File: src/hw/rtl/rbl_pkg.sv
package rbl_pkg;

  // Default length of one breathing period, in ticks
  localparam int PHASES_DEF = 120;

  // Channel full scale and breathing peak, out of full scale
  localparam int FULL_SCALE  = 255;
  localparam int BREATH_PEAK = 45;

  // Request codes
  localparam logic [1:0] REQ_SET   = 2'd0;
  localparam logic [1:0] REQ_BREATH = 2'd1;
  localparam logic [1:0] REQ_TICK  = 2'd2;

  // floor(x / 255) for any 16-bit x below 65535: (x + (x >> 8) + 1) >> 8
  function automatic logic [8:0] div255_16(input logic [15:0] x);
    logic [16:0] sum;
    sum = {1'b0, x} + {9'b0, x[15:8]} + 17'd1;
    return sum[16:8];
  endfunction

endpackage

File: src/hw/rtl/rgb_breathing_led_generator.sv
// Breathing RGB LED value generator. Requests: set color (scaled at once by
// the brightness register, ends breathing), start breathing (latches the base
// color and restarts the phase, no result; a repeat with the same color while
// breathing changes nothing) and timer tick (while breathing, steps the phase
// and gives the base color times a gamma-shaped triangle envelope, peak 45/255).
// One request is worked at a time and in_stall stays high meanwhile. A set
// color passes through the channel multiply-divide lanes and then into the
// output register; a tick first runs the envelope sequencer, then the lanes,
// then loads the output register. Other requests never raise in_stall. The
// result waits in the lanes while the output is stalled.
// The output register lets a new request be taken while the last result waits.
// brightness resets to 15 and is written via wr_en/wr_data; the user must
// write it only while the block is idle, which the block does not enforce.
module rgb_breathing_led_generator
  import rbl_pkg::*;
#(
  parameter int PHASES = PHASES_DEF
) (
  input  logic       clk,
  input  logic       rst,
  input  logic       wr_en,
  input  logic [7:0] wr_data,
  input  logic       in_valid,
  output logic       in_stall,
  input  logic [1:0] req_type,
  input  logic [7:0] red,
  input  logic [7:0] green,
  input  logic [7:0] blue,
  output logic       out_valid,
  input  logic       out_stall,
  output logic [7:0] out_red,
  output logic [7:0] out_green,
  output logic [7:0] out_blue
);

  localparam int PW = $clog2(PHASES);
  localparam logic [PW-1:0] PHASE_LAST = PW'(PHASES - 1);

  // Control codes
  localparam logic [1:0] T_IDLE = 2'd0;
  localparam logic [1:0] T_ENV  = 2'd1;
  localparam logic [1:0] T_LANE = 2'd2;

  logic [1:0]    state;
  logic [1:0]    state_next;
  logic [7:0]    brightness;
  logic          breathing_on;
  logic [PW-1:0] phase;
  logic [PW-1:0] phase_next;
  logic [23:0]   base_colour;

  logic          accept;
  logic          is_set;
  logic          is_breath;
  logic          is_tick;
  logic          same_colour;
  logic          env_start;
  logic          env_done;
  logic [7:0]    amp;
  logic          lane_start;
  logic [7:0]    lane_scale;
  logic [7:0]    lane_in [3];
  logic [7:0]    lane_out [3];
  logic [2:0]    lane_done;
  logic          slot_free;
  logic          load;

  assign in_stall    = (state != T_IDLE);
  assign accept      = in_valid && !in_stall;
  assign is_set      = (req_type == REQ_SET);
  assign is_breath   = (req_type == REQ_BREATH);
  assign is_tick     = (req_type == REQ_TICK);
  assign same_colour = breathing_on && ({red, green, blue} == base_colour);
  assign phase_next  = (phase == PHASE_LAST) ? '0 : phase + 1'b1;
  assign env_start   = accept && is_tick && breathing_on;

  // Lanes start on a set color request or when the envelope is ready
  assign lane_start = (accept && is_set) || env_done;
  assign lane_scale = env_done ? amp : brightness;
  assign lane_in[0] = env_done ? base_colour[23:16] : red;
  assign lane_in[1] = env_done ? base_colour[15:8]  : green;
  assign lane_in[2] = env_done ? base_colour[7:0]   : blue;

  assign slot_free = !out_valid || !out_stall;
  assign load      = (state == T_LANE) && lane_done[0] && slot_free;

  // Request sequencing
  always_comb begin
    state_next = state;
    unique case (state)
      T_IDLE: begin
        if (env_start) begin
          state_next = T_ENV;
        end else if (accept && is_set) begin
          state_next = T_LANE;
        end
      end
      T_ENV:  if (env_done) state_next = T_LANE;
      T_LANE: if (load) state_next = T_IDLE;
      default: state_next = T_IDLE;
    endcase
  end

  always_ff @(posedge clk) begin
    if (rst) begin
      state <= T_IDLE;
    end else begin
      state <= state_next;
    end
  end

  // Configuration register
  always_ff @(posedge clk) begin
    if (rst) begin
      brightness <= 8'd15;
    end else if (wr_en) begin
      brightness <= wr_data;
    end
  end

  // Breathing state
  always_ff @(posedge clk) begin
    if (rst) begin
      breathing_on <= 1'b0;
      phase        <= '0;
      base_colour  <= '0;
    end else if (accept) begin
      if (is_set) begin
        breathing_on <= 1'b0;
      end else if (is_breath && !same_colour) begin
        breathing_on <= 1'b1;
        phase        <= '0;
        base_colour  <= {red, green, blue};
      end else if (is_tick && breathing_on) begin
        phase <= phase_next;
      end
    end
  end

  rbl_env #(
    .PHASES(PHASES)
  ) u_env (
    .clk  (clk),
    .rst  (rst),
    .start(env_start),
    .phase(phase_next),
    .amp  (amp),
    .done (env_done)
  );

  // One lane per color channel
  for (genvar i = 0; i < 3; i++) begin : g_lane
    rbl_lane u_lane (
      .clk  (clk),
      .rst  (rst),
      .start(lane_start),
      .chan (lane_in[i]),
      .scale(lane_scale),
      .level(lane_out[i]),
      .done (lane_done[i])
    );
  end

  // Merge the lanes into the output register
  always_ff @(posedge clk) begin
    if (rst) begin
      out_valid <= 1'b0;
    end else if (load) begin
      out_valid <= 1'b1;
    end else if (!out_stall) begin
      out_valid <= 1'b0;
    end
  end

  always_ff @(posedge clk) begin
    if (load) begin
      out_red   <= lane_out[0];
      out_green <= lane_out[1];
      out_blue  <= lane_out[2];
    end
  end

  // A breathing start, a tick while not breathing or an unused code leaves the block free next cycle
  a_ignored_free: assert property (@(posedge clk) disable iff (rst)
    accept && !is_set && !(is_tick && breathing_on) |=> !in_stall)
    else $error("ignored request left block busy");

  // Envelope completes only while the controller waits for it
  a_env_done_state: assert property (@(posedge clk) disable iff (rst)
    env_done |-> state == T_ENV)
    else $error("envelope done outside envelope wait");

  // All lanes finish together
  a_lanes_agree: assert property (@(posedge clk) disable iff (rst)
    lane_done[0] == lane_done[1] && lane_done[1] == lane_done[2])
    else $error("lane completion mismatch");

  // Breathing stops only on an accepted set color request
  a_breath_stop: assert property (@(posedge clk) disable iff (rst)
    $fell(breathing_on) |-> $past(accept && is_set))
    else $error("breathing stopped without set color");

endmodule

File: src/hw/rtl/rbl_lane.sv
// One color channel: c * k / 255, product register then divide register
module rbl_lane
  import rbl_pkg::*;
(
  input  logic       clk,
  input  logic       rst,
  input  logic       start,
  input  logic [7:0] chan,
  input  logic [7:0] scale,
  output logic [7:0] level,
  output logic       done
);

  logic [15:0] prod;
  logic [8:0]  quot;
  logic        busy;

  assign quot = div255_16(prod);

  // Control: busy for the divide step, done held until the next start
  always_ff @(posedge clk) begin
    if (rst) begin
      busy <= 1'b0;
      done <= 1'b0;
    end else if (start) begin
      busy <= 1'b1;
      done <= 1'b0;
    end else if (busy) begin
      busy <= 1'b0;
      done <= 1'b1;
    end
  end

  // Datapath: product, then divide by full scale
  always_ff @(posedge clk) begin
    if (start) begin
      prod <= chan * scale;
    end
    if (busy) begin
      level <= quot[7:0];
    end
  end

endmodule

File: src/hw/rtl/rbl_env.sv
// Breathing envelope: triangle from phase, cubic gamma, scaled to the peak.
// One step per cycle through a small sequencer; amp is valid when done pulses.
module rbl_env
  import rbl_pkg::*;
#(
  parameter int PHASES = PHASES_DEF
) (
  input  logic                      clk,
  input  logic                      rst,
  input  logic                      start,
  input  logic [$clog2(PHASES)-1:0] phase,
  output logic [7:0]                amp,
  output logic                      done
);

  localparam int PW    = $clog2(PHASES);
  localparam int HALF  = PHASES / 2;
  localparam int NW    = PW + 8;
  localparam int SH    = NW;
  localparam int MW    = SH + 1;
  localparam int RECIP = (2 ** SH) / HALF;

  localparam logic [PW-1:0] HALF_P   = PW'(HALF);
  localparam logic [PW:0]   PHASES_P = (PW + 1)'(PHASES);
  localparam logic [NW-1:0] HALF_N   = NW'(HALF);
  localparam logic [MW-1:0] RECIP_M  = MW'(RECIP);

  // floor(2^23 / 255): quotient estimate for a 24-bit numerator
  localparam logic [15:0] RECIP_255 = 16'd32896;

  // Sequencer codes
  localparam logic [3:0] E_IDLE  = 4'd0;
  localparam logic [3:0] E_RECIP = 4'd1;
  localparam logic [3:0] E_FIX   = 4'd2;
  localparam logic [3:0] E_SQ    = 4'd3;
  localparam logic [3:0] E_CUBE  = 4'd4;
  localparam logic [3:0] E_DIV   = 4'd5;
  localparam logic [3:0] E_FIX2  = 4'd6;
  localparam logic [3:0] E_GAM   = 4'd7;
  localparam logic [3:0] E_AMP   = 4'd8;
  localparam logic [3:0] E_OUT   = 4'd9;

  logic [3:0]       state;
  logic [3:0]       state_next;

  logic [PW-1:0]    op;
  logic [NW-1:0]    num;
  logic [NW-1:0]    quo;
  logic [7:0]       lin;
  logic [15:0]      sq;
  logic [23:0]      cube;
  logic [15:0]      cq;
  logic [15:0]      gq;
  logic [7:0]       gam;
  logic [13:0]      pk;

  logic [NW+MW-1:0] recip_prod;
  logic [2*NW-1:0]  back_prod;
  logic [NW-1:0]    rem;
  logic [NW-1:0]    quo_fix;
  logic [39:0]      cube_prod;
  logic [23:0]      cube_back;
  logic [23:0]      cube_rem;
  logic [8:0]       gam_q;
  logic [8:0]       amp_q;

  // Rising half uses the phase, falling half mirrors it
  assign op = (phase < HALF_P) ? phase : PW'(PHASES_P - {1'b0, phase});

  // Quotient estimate and its one-step correction for phase*255/half
  assign recip_prod = {{MW{1'b0}}, num} * {{NW{1'b0}}, RECIP_M};
  assign back_prod  = {{NW{1'b0}}, quo} * {{NW{1'b0}}, HALF_N};
  assign rem        = num - back_prod[NW-1:0];
  assign quo_fix    = quo + {{(NW-1){1'b0}}, (rem >= HALF_N)};

  // Cube divided by 255 with the same estimate-and-correct scheme
  assign cube_prod = {16'b0, cube} * {24'b0, RECIP_255};
  assign cube_back = {cq, 8'b0} - {8'b0, cq};
  assign cube_rem  = cube - cube_back;

  // Final divides by full scale
  assign gam_q = div255_16(gq);
  assign amp_q = div255_16({2'b0, pk});

  // Sequencer
  always_comb begin
    state_next = state;
    unique case (state)
      E_IDLE:  if (start) state_next = E_RECIP;
      E_RECIP: state_next = E_FIX;
      E_FIX:   state_next = E_SQ;
      E_SQ:    state_next = E_CUBE;
      E_CUBE:  state_next = E_DIV;
      E_DIV:   state_next = E_FIX2;
      E_FIX2:  state_next = E_GAM;
      E_GAM:   state_next = E_AMP;
      E_AMP:   state_next = E_OUT;
      E_OUT:   state_next = E_IDLE;
      default: state_next = E_IDLE;
    endcase
  end

  always_ff @(posedge clk) begin
    if (rst) begin
      state <= E_IDLE;
      done  <= 1'b0;
    end else begin
      state <= state_next;
      done  <= (state == E_OUT);
    end
  end

  // Datapath, one register per step
  always_ff @(posedge clk) begin
    unique case (state)
      E_IDLE:  if (start) num <= {op, 8'b0} - {8'b0, op};
      E_RECIP: quo <= recip_prod[SH+NW-1:SH];
      E_FIX:   lin <= (quo_fix > NW'(FULL_SCALE)) ? 8'(FULL_SCALE) : quo_fix[7:0];
      E_SQ:    sq <= lin * lin;
      E_CUBE:  cube <= sq * lin;
      E_DIV:   cq <= cube_prod[38:23];
      E_FIX2:  gq <= cq + {15'b0, (cube_rem >= 24'(FULL_SCALE))};
      E_GAM:   gam <= gam_q[7:0];
      E_AMP:   pk <= gam * 6'(BREATH_PEAK);
      E_OUT:   amp <= amp_q[7:0];
      default: ;
    endcase
  end

endmodule

File: config.mk
export PLATFORM = sky130hd
export DESIGN_NAME = rgb_breathing_led_generator
export DESIGN_NICKNAME = d
export VERILOG_FILES = /design/src/hw/rtl/rbl_pkg.sv /design/src/hw/rtl/rgb_breathing_led_generator.sv /design/src/hw/rtl/rbl_lane.sv /design/src/hw/rtl/rbl_env.sv
export SDC_FILE = /design/constraint.sdc
export NUM_CORES = 1
export LEC_CHECK = 0
export BUFFER_PORTS_ARGS = -buffer_cell sky130_fd_sc_hd__buf_2
export CAP_MARGIN = 10
export CORE_ASPECT_RATIO = 2
export CORE_MARGIN = 2
export CORE_UTILIZATION = 65
export CTS_CLUSTER_DIAMETER = 50
export CTS_CLUSTER_SIZE = 12
export DETAILED_ROUTE_END_ITERATION = 7
export PLACE_DENSITY = 0.82
export REMOVE_ABC_BUFFERS = 1
export SYNTH_ARGS = -nofsm -noshare
export SYNTH_HDL_FRONTEND = slang
export SYNTH_SLANG_ARGS = --single-unit
File: constraint.sdc
create_clock -name clk -period 7 [get_ports clk]
set_input_delay 1.05 -clock clk [delete_from_list [all_inputs] [get_ports clk]]
set_output_delay 1.05 -clock clk [all_outputs]
set_load 0.005 [all_outputs]
After elaboration in Yosys (flattened, before gate mapping). Cells that the tools add are included.

Input port bits: 39. Word-level logic and storage cells: 128. Flip-flop bits (word level): 281.

Add/sub/neg operators: 18. Order comparisons: 4. Bitwise logic cells: 1. Reduce and logical (&&, ||, !) cells: 27. Equal/unequal tests: 20. Mux-type cells: 20. $mul: 9.

Operators by type and width (count): $add 16x1->16 const B (5); $add 16x8->16 (4); $mul 8x8->16 (4); $pmux 4 s9 (1); $mul 24x9->32 const B (1); $mux 8 (4); $mux 7 (4); $eq 24x24->1 (1); $ge 24x8->1 const B (1); $mul 15x9->24 const B (1); $mul 16x8->24 (1); $sub 24x16->24 (1); $sub 24x24->24 (1); $add 16x1->16 (1); $eq 4x3->1 const B (4); $add 14x6->15 (1); $ge 15x6->1 const B (1); $gt 15x8->1 const B (1); $sub 15x15->15 (1); $sub 15x7->15 (1); $mul 8x6->14 const B (1); $mul 10x4->13 const B (1); $add 10x1->11 (1); $logic_and 1x1->1 (9); 25 further kinds (48).

Longest topological paths before layout. Gate-level depths: netlist of run 1.

Word-level depth: 7. Mapped depth: 29. Gate-level depth less buffers: 29.

Cells and area by module. From an unflattened synthesis of run 1, not the netlist that was laid out.

Cell total of the unflattened synthesis: 3002. Area, all modules: 29972.5 sq um.

By module, submodules not included: rbl_env (instances 1, area each 16796.1 sq um, cells each 1719, seq. area each 4093.9 sq um); rbl_lane at g_lane[0].u_lane ... (instances 2, area each 3263.1 sq um, cells each 325, seq. area each 760.7 sq um); rgb_breathing_led_generator (instances 1, area each 3359.5 sq um, cells each 306, seq. area each 1581.5 sq um); rbl_lane at g_lane[2].u_lane (instances 1, area each 3290.7 sq um, cells each 327, seq. area each 760.7 sq um).

Worst setup path before layout of run 1. No wires, ideal clock.

Path type: register to register. Start: register u_env.done. End: register g_lane[2].u_lane.prod[14] (data pin). Library setup time: 0.258 ns. Data arrival time: 5.610 ns. Cell stages (with the launch flop): 22. Period minus slack after synthesis: 5.867 ns. Slack: 1.133 ns. Path buffers: 3. Path through: dfxtp_1 -> clkbuf_1 -> clkbuf_1 -> clkbuf_1 -> mux2i_1 -> nor2_1 -> fa_1 -> fa_1 -> inv_1 -> fa_1 -> fa_1 -> inv_1 -> ha_1 -> inv_1 -> o21ai_0 -> a21oi_1 -> nor2b_1 -> o21a_1 -> o21a_1 -> o21a_1 -> o41a_1 -> xnor2_1.

Word-level cells in the longest chain between the ends: 2. Elaborated cells between the ends (all ways): 3.

RTL lines: start: declaration (line rbl_env.sv:13) `output logic done`; start signal: assignment (line rbl_env.sv:109) `done <= (state == E_OUT);`; $mux 8 (on tied branches) (line rgb_breathing_led_generator.sv:82, rgb_breathing_led_generator.sv:79); $mul 8x8->16 * (line rbl_lane.sv:37) `prod <= chan * scale;`; end signal: assignment (line rbl_lane.sv:37); end: declaration (line rbl_lane.sv:14) `logic [15:0] prod;`.

Every way passes the cells marked *; elsewhere a longest branch is shown, timed or not. A chain may end at the register's enable or synchronous reset.

Worst setup path after layout of run 1.
Start: register u_env.quo[0]. End: register u_env.lin[2] (data pin).

Word-level cells in the longest chain between the ends: 5.

RTL lines: start: declaration (line rbl_env.sv:48) `logic [NW-1:0] quo;`; start signal: assignment (line rbl_env.sv:117) `E_RECIP: quo <= recip_prod[SH+NW-1:SH];`; $mul 10x4->13 (line rbl_env.sv:72) `assign back_prod = {{NW{1'b0}}, quo} * {{NW{1'b0}}, HALF_N};`; $sub 15x15->15 (line rbl_env.sv:73) `assign rem = num - back_prod[NW-1:0];`; $ge 15x6->1 (line rbl_env.sv:74) `assign quo_fix = quo + {{(NW-1){1'b0}}, (rem >= HALF_N)};`; $add 10x1->11 * (line rbl_env.sv:74); $gt 15x8->1 (line rbl_env.sv:118) `E_FIX: lin <= (quo_fix > NW'(FULL_SCALE)) ? 8'(FULL_SCALE) : quo_fix[7:0];`; end signal: assignment (line rbl_env.sv:118); end: declaration (line rbl_env.sv:49) `logic [7:0] lin;`.

Marked as above.

==> impl_metrics.py, run 1 <==
metrics = {
    "synthesis": {
        "synth_flop_cell": "edfxtp_1",
        "synthTopCellsByArea": "edfxtp_1 (24%), ha_1 (18%), fa_1 (17%)",
        "synth_fa_ha_area_share_pct": 35.1,
        "yosysSeqAreaShare_pct": 27.1,
        "synth_area_leader_cell": "edfxtp_1",
        "synthSimpleGateAreaFrac_pct": 13.4,
        "ys_ff_latch": 280,
        "synth_cell_type_count": 76,
        "synth_compound_gate_area_share_pct": 8.02,
        "ys_warn_count": 0,
        "synth_top_family_by_area": "adder cells",
        "synthMuxAreaShare_pct": 3.20,
        "netlist_instances": 2961,
        "netlist_area_um2": 29200,
        "synth_edf_count": 230,
        "syn_avg_cell_area_um2": 9.86,
        "synthArstFlopShare_pct": 0,
        "synth_xor_area_share_pct": 6.54,
        "netlist.area_leader.share_pct": 23.7,
    },
    "cells_and_area": {
        "final_common_cell": "inv_1",
        "multi_input_area_um2": 19400,
        "final_nets": 3726,
        "fillers": 3289,
        "utilization_pct": 70.2,
        "area_growth_syn_to_layout_pct": 6.55,
        "final_area_um2": 31100,
        "layout-drive-gt1-share_pct": 6.18,
        "final_cell_mix": "inv_1 (452), ha_1 (413), nor2_1 (257)",
        "seqCellArea_um2": 7910,
    },
    "drt": {
        "viasPerCell": 5.98,
        "met3_length_um": 3170,
        "drt_first_pass_iters": 6,
        "postRouteAntennaNets": 0,
        "wl_met2_um": 38600,
        "wl_um": 69300,
        "vias": 21500,
        "top_layer": "met5",
        "detail_route.wl_per_cell_um": 19.3,
        "first_iter_violations": 1030,
        "drc": 0,
        "met1Wirelength_um": 21000,
    },
    "worst_hold_path": {
        "min_path_type": "register to register",
        "hold_start": "g_lane[0].u_lane.level[2]",
        "holdPathStages": 0,
        "min_to": "out_red[2]",
    },
    "sta": {
        "report.final.setup_viol": 0,
        "worst_pin_slew_ns": 1.12,
        "fin_skew_ns": 0.0110,
        "fin_setup_tns_ns": 0,
        "whs_ns": 0.412,
        "fmax_ghz": 0.158,
        "rsz0062_at_grt": "no",
        "hold_violations": 0,
        "slew_viol_final": 0,
        "worst_slack_ns": 0.660,
        "slew_headroom_pct": 24.6,
        "layout_min_cycle_time_ns": 6.34,
        "period_share_pct": 90.6,
    },
    "global_route": {
        "grt_overflow": 0,
        "antenna_found_initial": 4,
        "grt_pass1_vias": 23600,
        "grt_max_degree": 51,
        "grt_pass1_wl_um": 112000,
        "grt_use_total_pct": 30.3,
    },
    "floorplan": {
        "fp.dieW_um": 154,
        "dieHeight_um": 304,
        "placementRows": 109,
        "start_util_pct": 65.9,
        "core_um2": 44300,
        "pin_count": 65,
        "die_area_um2": 46700,
    },
    "clock_network": {
        "path_clk_slew_ns": 0.07,
        "clock_sinks": 280,
        "cts_tree": "built",
        "cts_setup_buffers": 0,
        "ctsHtreeMaxLevel": 1,
        "cts-root-buf": "clkbuf_16",
        "holdBufCountCts": 0,
        "cts_buffers": 29,
        "cts_resized": 0,
        "insertion_delay_ns": 0.58,
        "cts_max_path_buffers": 3,
    },
    "place": {
        "port_buffers": 64,
        "hpwl_um": 56800,
        "placed_area_um2": 30200,
        "place_ws_ns": 0.731,
        "gp_congestion": 0.946,
    },
    "critical_path": {
        "arrival_ns": 6.65,
        "r2r_end": "u_env.lin[2]",
        "endpoint_kind": "register",
        "cpMostUsedCell": "a21oi_1",
        "required_ns": 7.31,
        "critPathSlowestCell": "fa_1",
        "r2r-start": "u_env.quo[0]",
        "crit_family": "compound AO/OA/AOI/OAI gates",
        "cp_max_fo": 7,
        "worstSetupStartpointType": "register",
        "slowest_delay_ns": 0.62,
        "critPathKind": "register to register",
        "cp.buffers_inverters": 1,
        "rr_worst_depth": 27,
        "r2r_slack_ns": 0.66,
    },
    "flow_run": {
        "drv_cap": 0,
    },
    "pwr": {
        "ir_worst_vdd_v": 0.000175,
        "p_leak_nw": 14.5,
        "power_per_cell_area_nw_per_um2": 166,
    },
    "status": {
        "status": "complete, no violations",
    },
}
==> through the flow <==
step                power [mW]  std cells
finish                    5.17       3600
detailed placement        3.69       3544
global route              5.46       3600
CTS                       5.20       3597
global placement          3.61       3544
floorplan                 3.23       2903
==> state kept, by name, summed over array words and instances (netlist names), 2 cells and up <==
| signal | flops |
|---|---|
| u_env.amp | 8 |
| u_env.cq | 16 |
| u_env.state | 4 |
| out_green | 8 |
| u_env.pk | 14 |
| out_blue | 8 |
| state | 2 |
| u_env.gq | 16 |
| u_env.lin | 8 |
| phase | 7 |
| u_env.gam | 8 |
| brightness | 8 |
| g_lane.u_lane.prod | 48 |
| out_red | 8 |
| u_env.num | 15 |
| base_colour | 24 |
| g_lane.u_lane.level | 24 |
| u_env.sq | 15 |
| u_env.cube | 24 |
| u_env.quo | 10 |
==> synthesized netlist by cell type (9+ instances only) <==
cell and n:
mux2_2 27, a21o_1 31, nand3_1 50, mux2i_1 63, a31oi_1 9, inv_1 452, or3_1 10, edfxtp_1 230
nor3_1 62, ha_1 413, dfxtp_1 50, o21bai_1 9, or2_2 13, o21ai_0 68, nand2b_1 29, a21oi_1 98
nor2_1 257, xnor2_1 165, xor2_1 53, nor2b_1 36, fa_1 254, clkbuf_1 47, o21a_1 47, nand4_1 12
and2_1 95, nand2_1 238, and3_1 16
==> layout make-up <==
cell class / count / area share [%]
Inverter: 452 / 5.46
Sequential cell: 280 / 25.4
Tap cell: 555 / 2.23
Multi-Input combinational cell: 2171 / 62.4
Clock inverter: 6 / 0.213
Clock buffer: 47 / 2.72
Antenna cell: 3 / 0.0241
Timing Repair Buffer: 86 / 1.56
==> cells by family after synthesis <==
kind of cell	Yosys count
simple gates	839
fa+ha+maj	667
buf+inv	511
compound gates	354
flops	280
xor+xnor	218
mux	90
other cells	2
==> where the power goes <==
group / total (mW) / switching (mW) / internal (mW) / leakage, nW
clock network: 1.51 / 0.651 / 0.861 / 0.430
logic: 1.68 / 0.945 / 0.732 / 11.6
registers: 1.98 / 0.0442 / 1.94 / 2.46
total: 5.17 / 1.64 / 3.53 / 14.5
==> metal layers <==
metal,vias to the layer above,GRT usage (%)
li1,9949,-
met1,10500,27.1
met2,737,59.5
met3,362,3.26
met4,2,24.3
met5,-,0
==> how the worst max path moves through the flow <==
stage | depth (start not counted) | end | start
finish | 27 | u_env.lin[2] | u_env.quo[0]
global route | 28 | u_env.lin[1] | u_env.quo[3]
CTS | 27 | u_env.lin[2] | u_env.quo[0]
detailed placement | 27 | u_env.lin[2] | u_env.quo[0]
global placement | 28 | u_env.lin[5] | u_env.quo[3]
floorplan | 18 | g_lane[2].u_lane.prod[14] | u_env.done
No activity file was read; power rests on OpenSTA's default activity.
==> inputs of run 2 (changes only) <==
- BUFFER_PORTS_ARGS: -buffer_cell sky130_fd_sc_hd__buf_2 -> -buffer_cell sky130_fd_sc_hd__buf_4
- HOLD_SLACK_MARGIN: not set -> 0.08
==> impl_metrics.py, run 2 (synthesized netlist as in run 1, its figures left out) <==
metrics = {
    "drt": {
        "postRouteAntennaNets": 0,
        "drc": 0,
        "detail_route.wl_per_cell_um": 19.5,
        "viasPerCell": 5.97,
        "vias": 21500,
        "wl_um": 70200,
        "drt_first_pass_iters": 5,
        "first_iter_violations": 945,
    },
    "cells_and_area": {
        "largest_register": "g_lane.u_lane.prod",
        "layout-drive-gt1-share_pct": 6.22,
        "final_area_um2": 31300,
        "area_growth_syn_to_layout_pct": 7.16,
        "final_cell_mix": "inv_1 (452), ha_1 (413), nor2_1 (257)",
        "largest_reg_flops": 48,
        "final_common_cell": "inv_1",
        "utilization_pct": 70.6,
        "final_nets": 3725,
    },
    "sta": {
        "worst_pin_slew_ns": 1.19,
        "layout_min_cycle_time_ns": 6.28,
        "slew_headroom_pct": 19.8,
        "fmax_ghz": 0.159,
        "report.final.setup_viol": 0,
        "fin_setup_tns_ns": 0,
        "fin_skew_ns": 0.0188,
        "hold_violations": 0,
        "rsz0062_at_grt": "no",
        "slew_viol_final": 0,
        "worst_slack_ns": 0.716,
        "period_share_pct": 89.8,
    },
    "floorplan": {
        "dieHeight_um": 304,
        "placementRows": 109,
        "start_util_pct": 65.9,
        "core_um2": 44300,
        "fp.dieW_um": 154,
        "pin_count": 65,
        "die_area_um2": 46700,
    },
    "critical_path": {
        "startpoint": "u_env.done",
        "required_ns": 7.32,
        "rr_worst_depth": 19,
        "endpoint_kind": "register",
        "crit_family": "adder cells",
        "critPathKind": "register to register",
        "r2r_slack_ns": 0.72,
        "critPathSlowestCell": "mux2i_1",
        "worstPathCellList": "buf_4 -> mux2i_1 -> nor2_1 -> fa_1 -> fa_1 -> inv_1 -> fa_1 -> fa_1 -> inv_1 -> ha_1 -> inv_1 -> o21ai_0 -> a21oi_1 -> nor2b_1 -> o21a_1 -> nor3_1 -> nor2_1 -> o41ai_1 -> xnor2_1",
        "r2r_end": "g_lane[1].u_lane.prod[14]",
        "cp-endpoint": "g_lane[1].u_lane.prod[14]",
        "worstSetupStartpointType": "register",
        "cp.buffers_inverters": 4,
        "cp_num_cells": 19,
        "r2r-start": "u_env.done",
        "arrival_ns": 6.61,
        "slowest_delay_ns": 0.68,
        "cp_max_fo": 18,
        "cpMostUsedCell": "fa_1",
    },
    "place": {
        "gp_congestion": 0.921,
        "hpwl_um": 56600,
        "place_ws_ns": 0.784,
        "placed_area_um2": 30300,
        "port_buffers": 64,
    },
    "global_route": {
        "grt_overflow": 0,
        "antenna_found_initial": 2,
        "grt_max_degree": 51,
        "grt_use_total_pct": 30.7,
        "grt_pass1_vias": 23400,
        "grt_pass1_wl_um": 114000,
    },
    "clock_network": {
        "cts-root-buf": "clkbuf_16",
        "cts_setup_buffers": 0,
        "holdBufCountCts": 0,
        "insertion_delay_ns": 0.60,
        "cts_max_path_buffers": 3,
        "ctsHtreeMaxLevel": 1,
        "clock_sinks": 280,
        "path_clk_slew_ns": 0.06,
        "cts_tree": "built",
        "cts_buffers": 30,
        "cts_resized": 0,
    },
    "flow_run": {
        "drv_cap": 0,
    },
    "pwr": {
        "power_per_cell_area_nw_per_um2": 168,
        "ir_worst_vdd_v": 0.000187,
        "p_total_mw": 5.25,
        "p_leak_nw": 14.5,
    },
    "worst_hold_path": {
        "min_path_type": "register to register",
    },
    "status": {
        "status": "complete, no violations",
    },
}
run 2: routing by layer:
layer	track usage (%)	share of wire, %	vias up
met4	23.2	8.8	2
met3	3.83	4.3	334
li1	-	-	9953
met2	60.8	56	691
met5	0	0.019	-
met1	27.2	30	10500
run 2: worst min-delay path by stage:
stage                               from  cells after the start  slack, ns      endpoint
2_1_floorplan  g_lane[2].u_lane.level[0]                      0       0.40   out_blue[0]
3_3_place_gp   g_lane[0].u_lane.level[3]                      0       0.40    out_red[3]
3_5_place_dp   g_lane[0].u_lane.level[3]                      0       0.40    out_red[3]
4_1_cts        g_lane[0].u_lane.level[3]                      0       0.42    out_red[3]
5_1_grt        g_lane[1].u_lane.level[4]                      0       0.43  out_green[4]
6_report       g_lane[0].u_lane.level[4]                      0       0.42    out_red[4]
run 2: layout make-up:
| type | count | area, µm² |
|---|---|---|
| multi-input cells | 2171 | 19400 |
| fillers | 3179 | 13000 |
| flip-flops and latches | 280 | 7910 |
| inverters | 452 | 1700 |
| clock buffers | 45 | 850 |
| well taps | 555 | 694 |
| repair buffers | 84 | 631 |
| clock inverters | 7 | 98.8 |
| diodes | 2 | 5.00 |
run 2: power by group:
group	internal [mW]	switching, mW	total, mW	leakage, nW
Combinational	0.743	0.970	1.71	11.6
Clock	0.878	0.673	1.55	0.462
Sequential	1.94	0.0444	1.98	2.46
run 2: per-stage QoR:
stage               instances  hold slack (ns)
floorplan                2903            0.400
global placement         3542            0.402
detailed placement       3542            0.405
CTS                      3594            0.419
global route             3595            0.428
finish                   3596            0.416
==> inputs of run 3 (changes only) <==
- SYNTH_HIERARCHICAL: not set -> 1
==> impl_metrics.py, run 3 <==
metrics = {
    "cells_and_area": {
        "diodes": 0,
        "largest_register": "g_lane.u_lane/prod",
        "final_cell_mix": "inv_1 (467), ha_1 (413), fa_1 (252)",
        "largest_reg_flops": 48,
        "layout-drive-gt1-share_pct": 6.82,
        "final_common_cell": "inv_1",
        "fillers": 3374,
        "final_nets": 3763,
        "area_growth_syn_to_layout_pct": 6.66,
        "final_cells": 3645,
        "utilization_pct": 69.8,
    },
    "global_route": {
        "grt_pass1_wl_um": 115000,
        "grt_pass1_vias": 23900,
        "grt_use_total_pct": 30.3,
        "grt_overflow": 0,
        "antenna_found_initial": 4,
        "grt_max_degree": 76,
    },
    "critical_path": {
        "endpoint_kind": "register",
        "rr_worst_depth": 24,
        "worstSetupStartpointType": "register",
        "critPathKind": "register to register",
        "arrival_ns": 6.68,
        "r2r_end": "u_env/lin[6]",
        "r2r_slack_ns": 0.62,
        "required_ns": 7.30,
        "cp_max_fo": 7,
        "r2r-start": "u_env/quo[3]",
        "cp-endpoint": "u_env/lin[6]",
        "startpoint": "u_env/quo[3]",
    },
    "place": {
        "dp.cells": 3593,
        "place_ws_ns": 0.619,
        "port_buffers": 64,
        "hpwl_um": 57400,
        "gp_congestion": 0.980,
    },
    "floorplan": {
        "die_area_um2": 47900,
        "dieHeight_um": 307,
        "fp.dieW_um": 156,
        "core_um2": 45700,
        "start_util_pct": 65.5,
        "placementRows": 111,
        "pin_count": 65,
    },
    "sta": {
        "report.final.setup_viol": 0,
        "fmax_ghz": 0.157,
        "rsz0062_at_grt": "no",
        "hold_violations": 0,
        "fin_skew_ns": 0.0301,
        "worst_pin_slew_ns": 1.18,
        "layout_min_cycle_time_ns": 6.38,
        "worst_slack_ns": 0.620,
        "slew_viol_final": 0,
        "slew_headroom_pct": 20.8,
        "fin_setup_tns_ns": 0,
        "period_share_pct": 91.1,
    },
    "flow_run": {
        "drv_cap": 0,
    },
    "clock_network": {
        "cts_buffers": 29,
        "cts-root-buf": "clkbuf_16",
        "cts_setup_buffers": 0,
        "clock_sinks": 281,
        "insertion_delay_ns": 0.59,
        "holdBufCountCts": 0,
        "path_clk_slew_ns": 0.06,
        "cts_resized": 0,
        "ctsHtreeMaxLevel": 1,
        "cts_max_path_buffers": 3,
        "cts_tree": "built",
    },
    "synthesis": {
        "netlist_area_um2": 29900,
        "netlist_instances": 2996,
        "ys_warn_count": 6,
        "syn_avg_cell_area_um2": 9.98,
    },
    "drt": {
        "met1Wirelength_um": 22000,
        "detail_route.wl_per_cell_um": 19.3,
        "drt_first_pass_iters": 5,
        "wl_um": 70400,
        "first_iter_violations": 880,
        "met3_length_um": 2640,
        "wl_met2_um": 40100,
        "top_layer": "met5",
        "vias": 21800,
        "postRouteAntennaNets": 0,
        "viasPerCell": 5.99,
        "drc": 0,
    },
    "pwr": {
        "power_per_cell_area_nw_per_um2": 177,
        "p_leak_nw": 14.7,
        "ir_worst_vdd_v": 0.000164,
    },
    "worst_hold_path": {
        "min_path_type": "register to register",
    },
    "status": {
        "status": "complete, no violations",
    },
}
-- run 3: layer usage --
| metal | up-vias | track usage, % |
|---|---|---|
| met2 | 630 | 60.6 |
| met3 | 292 | 3.93 |
| met1 | 10700 | 26.9 |
| met4 | 8 | 21.2 |
| li1 | 10200 | - |
| met5 | - | 0 |
-- run 3: layout make-up --
class / instances / area, µm² / area share, %
Clock buffer: 45 / 796 / 2.49
Clock inverter: 7 / 83.8 / 0.263
Inverter: 468 / 1760 / 5.51
Multi-Input combinational cell: 2200 / 20100 / 62.8
Sequential cell: 281 / 7920 / 24.8
Tap cell: 565 / 707 / 2.22
Timing Repair Buffer: 79 / 593 / 1.86
-- run 3: metrics by stage --
step                power [mW]  area, µm²  hold WS [ns]
floorplan                 3.64      29700         0.400
CTS                       5.66      31900         0.425
detailed placement        4.17      31000         0.409
finish                    5.63      31900         0.423
global route              5.97      31900         0.431
global placement          4.08      31000         0.402
-- run 3: power by group --
group	total [mW]	internal, mW	switching [mW]	leakage, nW
combinational	2.15	0.906	1.24	11.7
sequential	2.01	1.96	0.0520	2.49
clock	1.48	0.821	0.657	0.424
-- run 3: critical path, stage by stage (launching register included) --
cell	delay, ns
edfxtp_1	0.49
inv_1	0.22
fa_1	0.47
fa_1	0.51
inv_1	0.04
ha_1	0.32
nor2b_1	0.14
o21ai_0	0.20
a21boi_0	0.12
o21ai_0	0.23
nand2_1	0.10
xnor2_1	0.13
ha_1	0.34
and2_1	0.18
o21ai_0	0.38
inv_1	0.08
or4b_2	0.66
o211ai_1	0.17
o2111ai_1	0.20
ha_1	0.29
and3_1	0.22
nand3_1	0.11
xnor2_1	0.08
nor2_1	0.32
nand2_1	0.10
-- run 3: how the worst min path moves through the flow --
stage,start,end,cells past startpoint
finish,g_lane[1].u_lane/level[1],out_green[1],0
floorplan,g_lane[2].u_lane/level[0],out_blue[0],0
global route,g_lane[0].u_lane/level[5],out_red[5],0
detailed placement,g_lane[0].u_lane/level[7],out_red[7],0
global placement,g_lane[0].u_lane/level[3],out_red[3],0
CTS,g_lane[1].u_lane/level[1],out_green[1],0
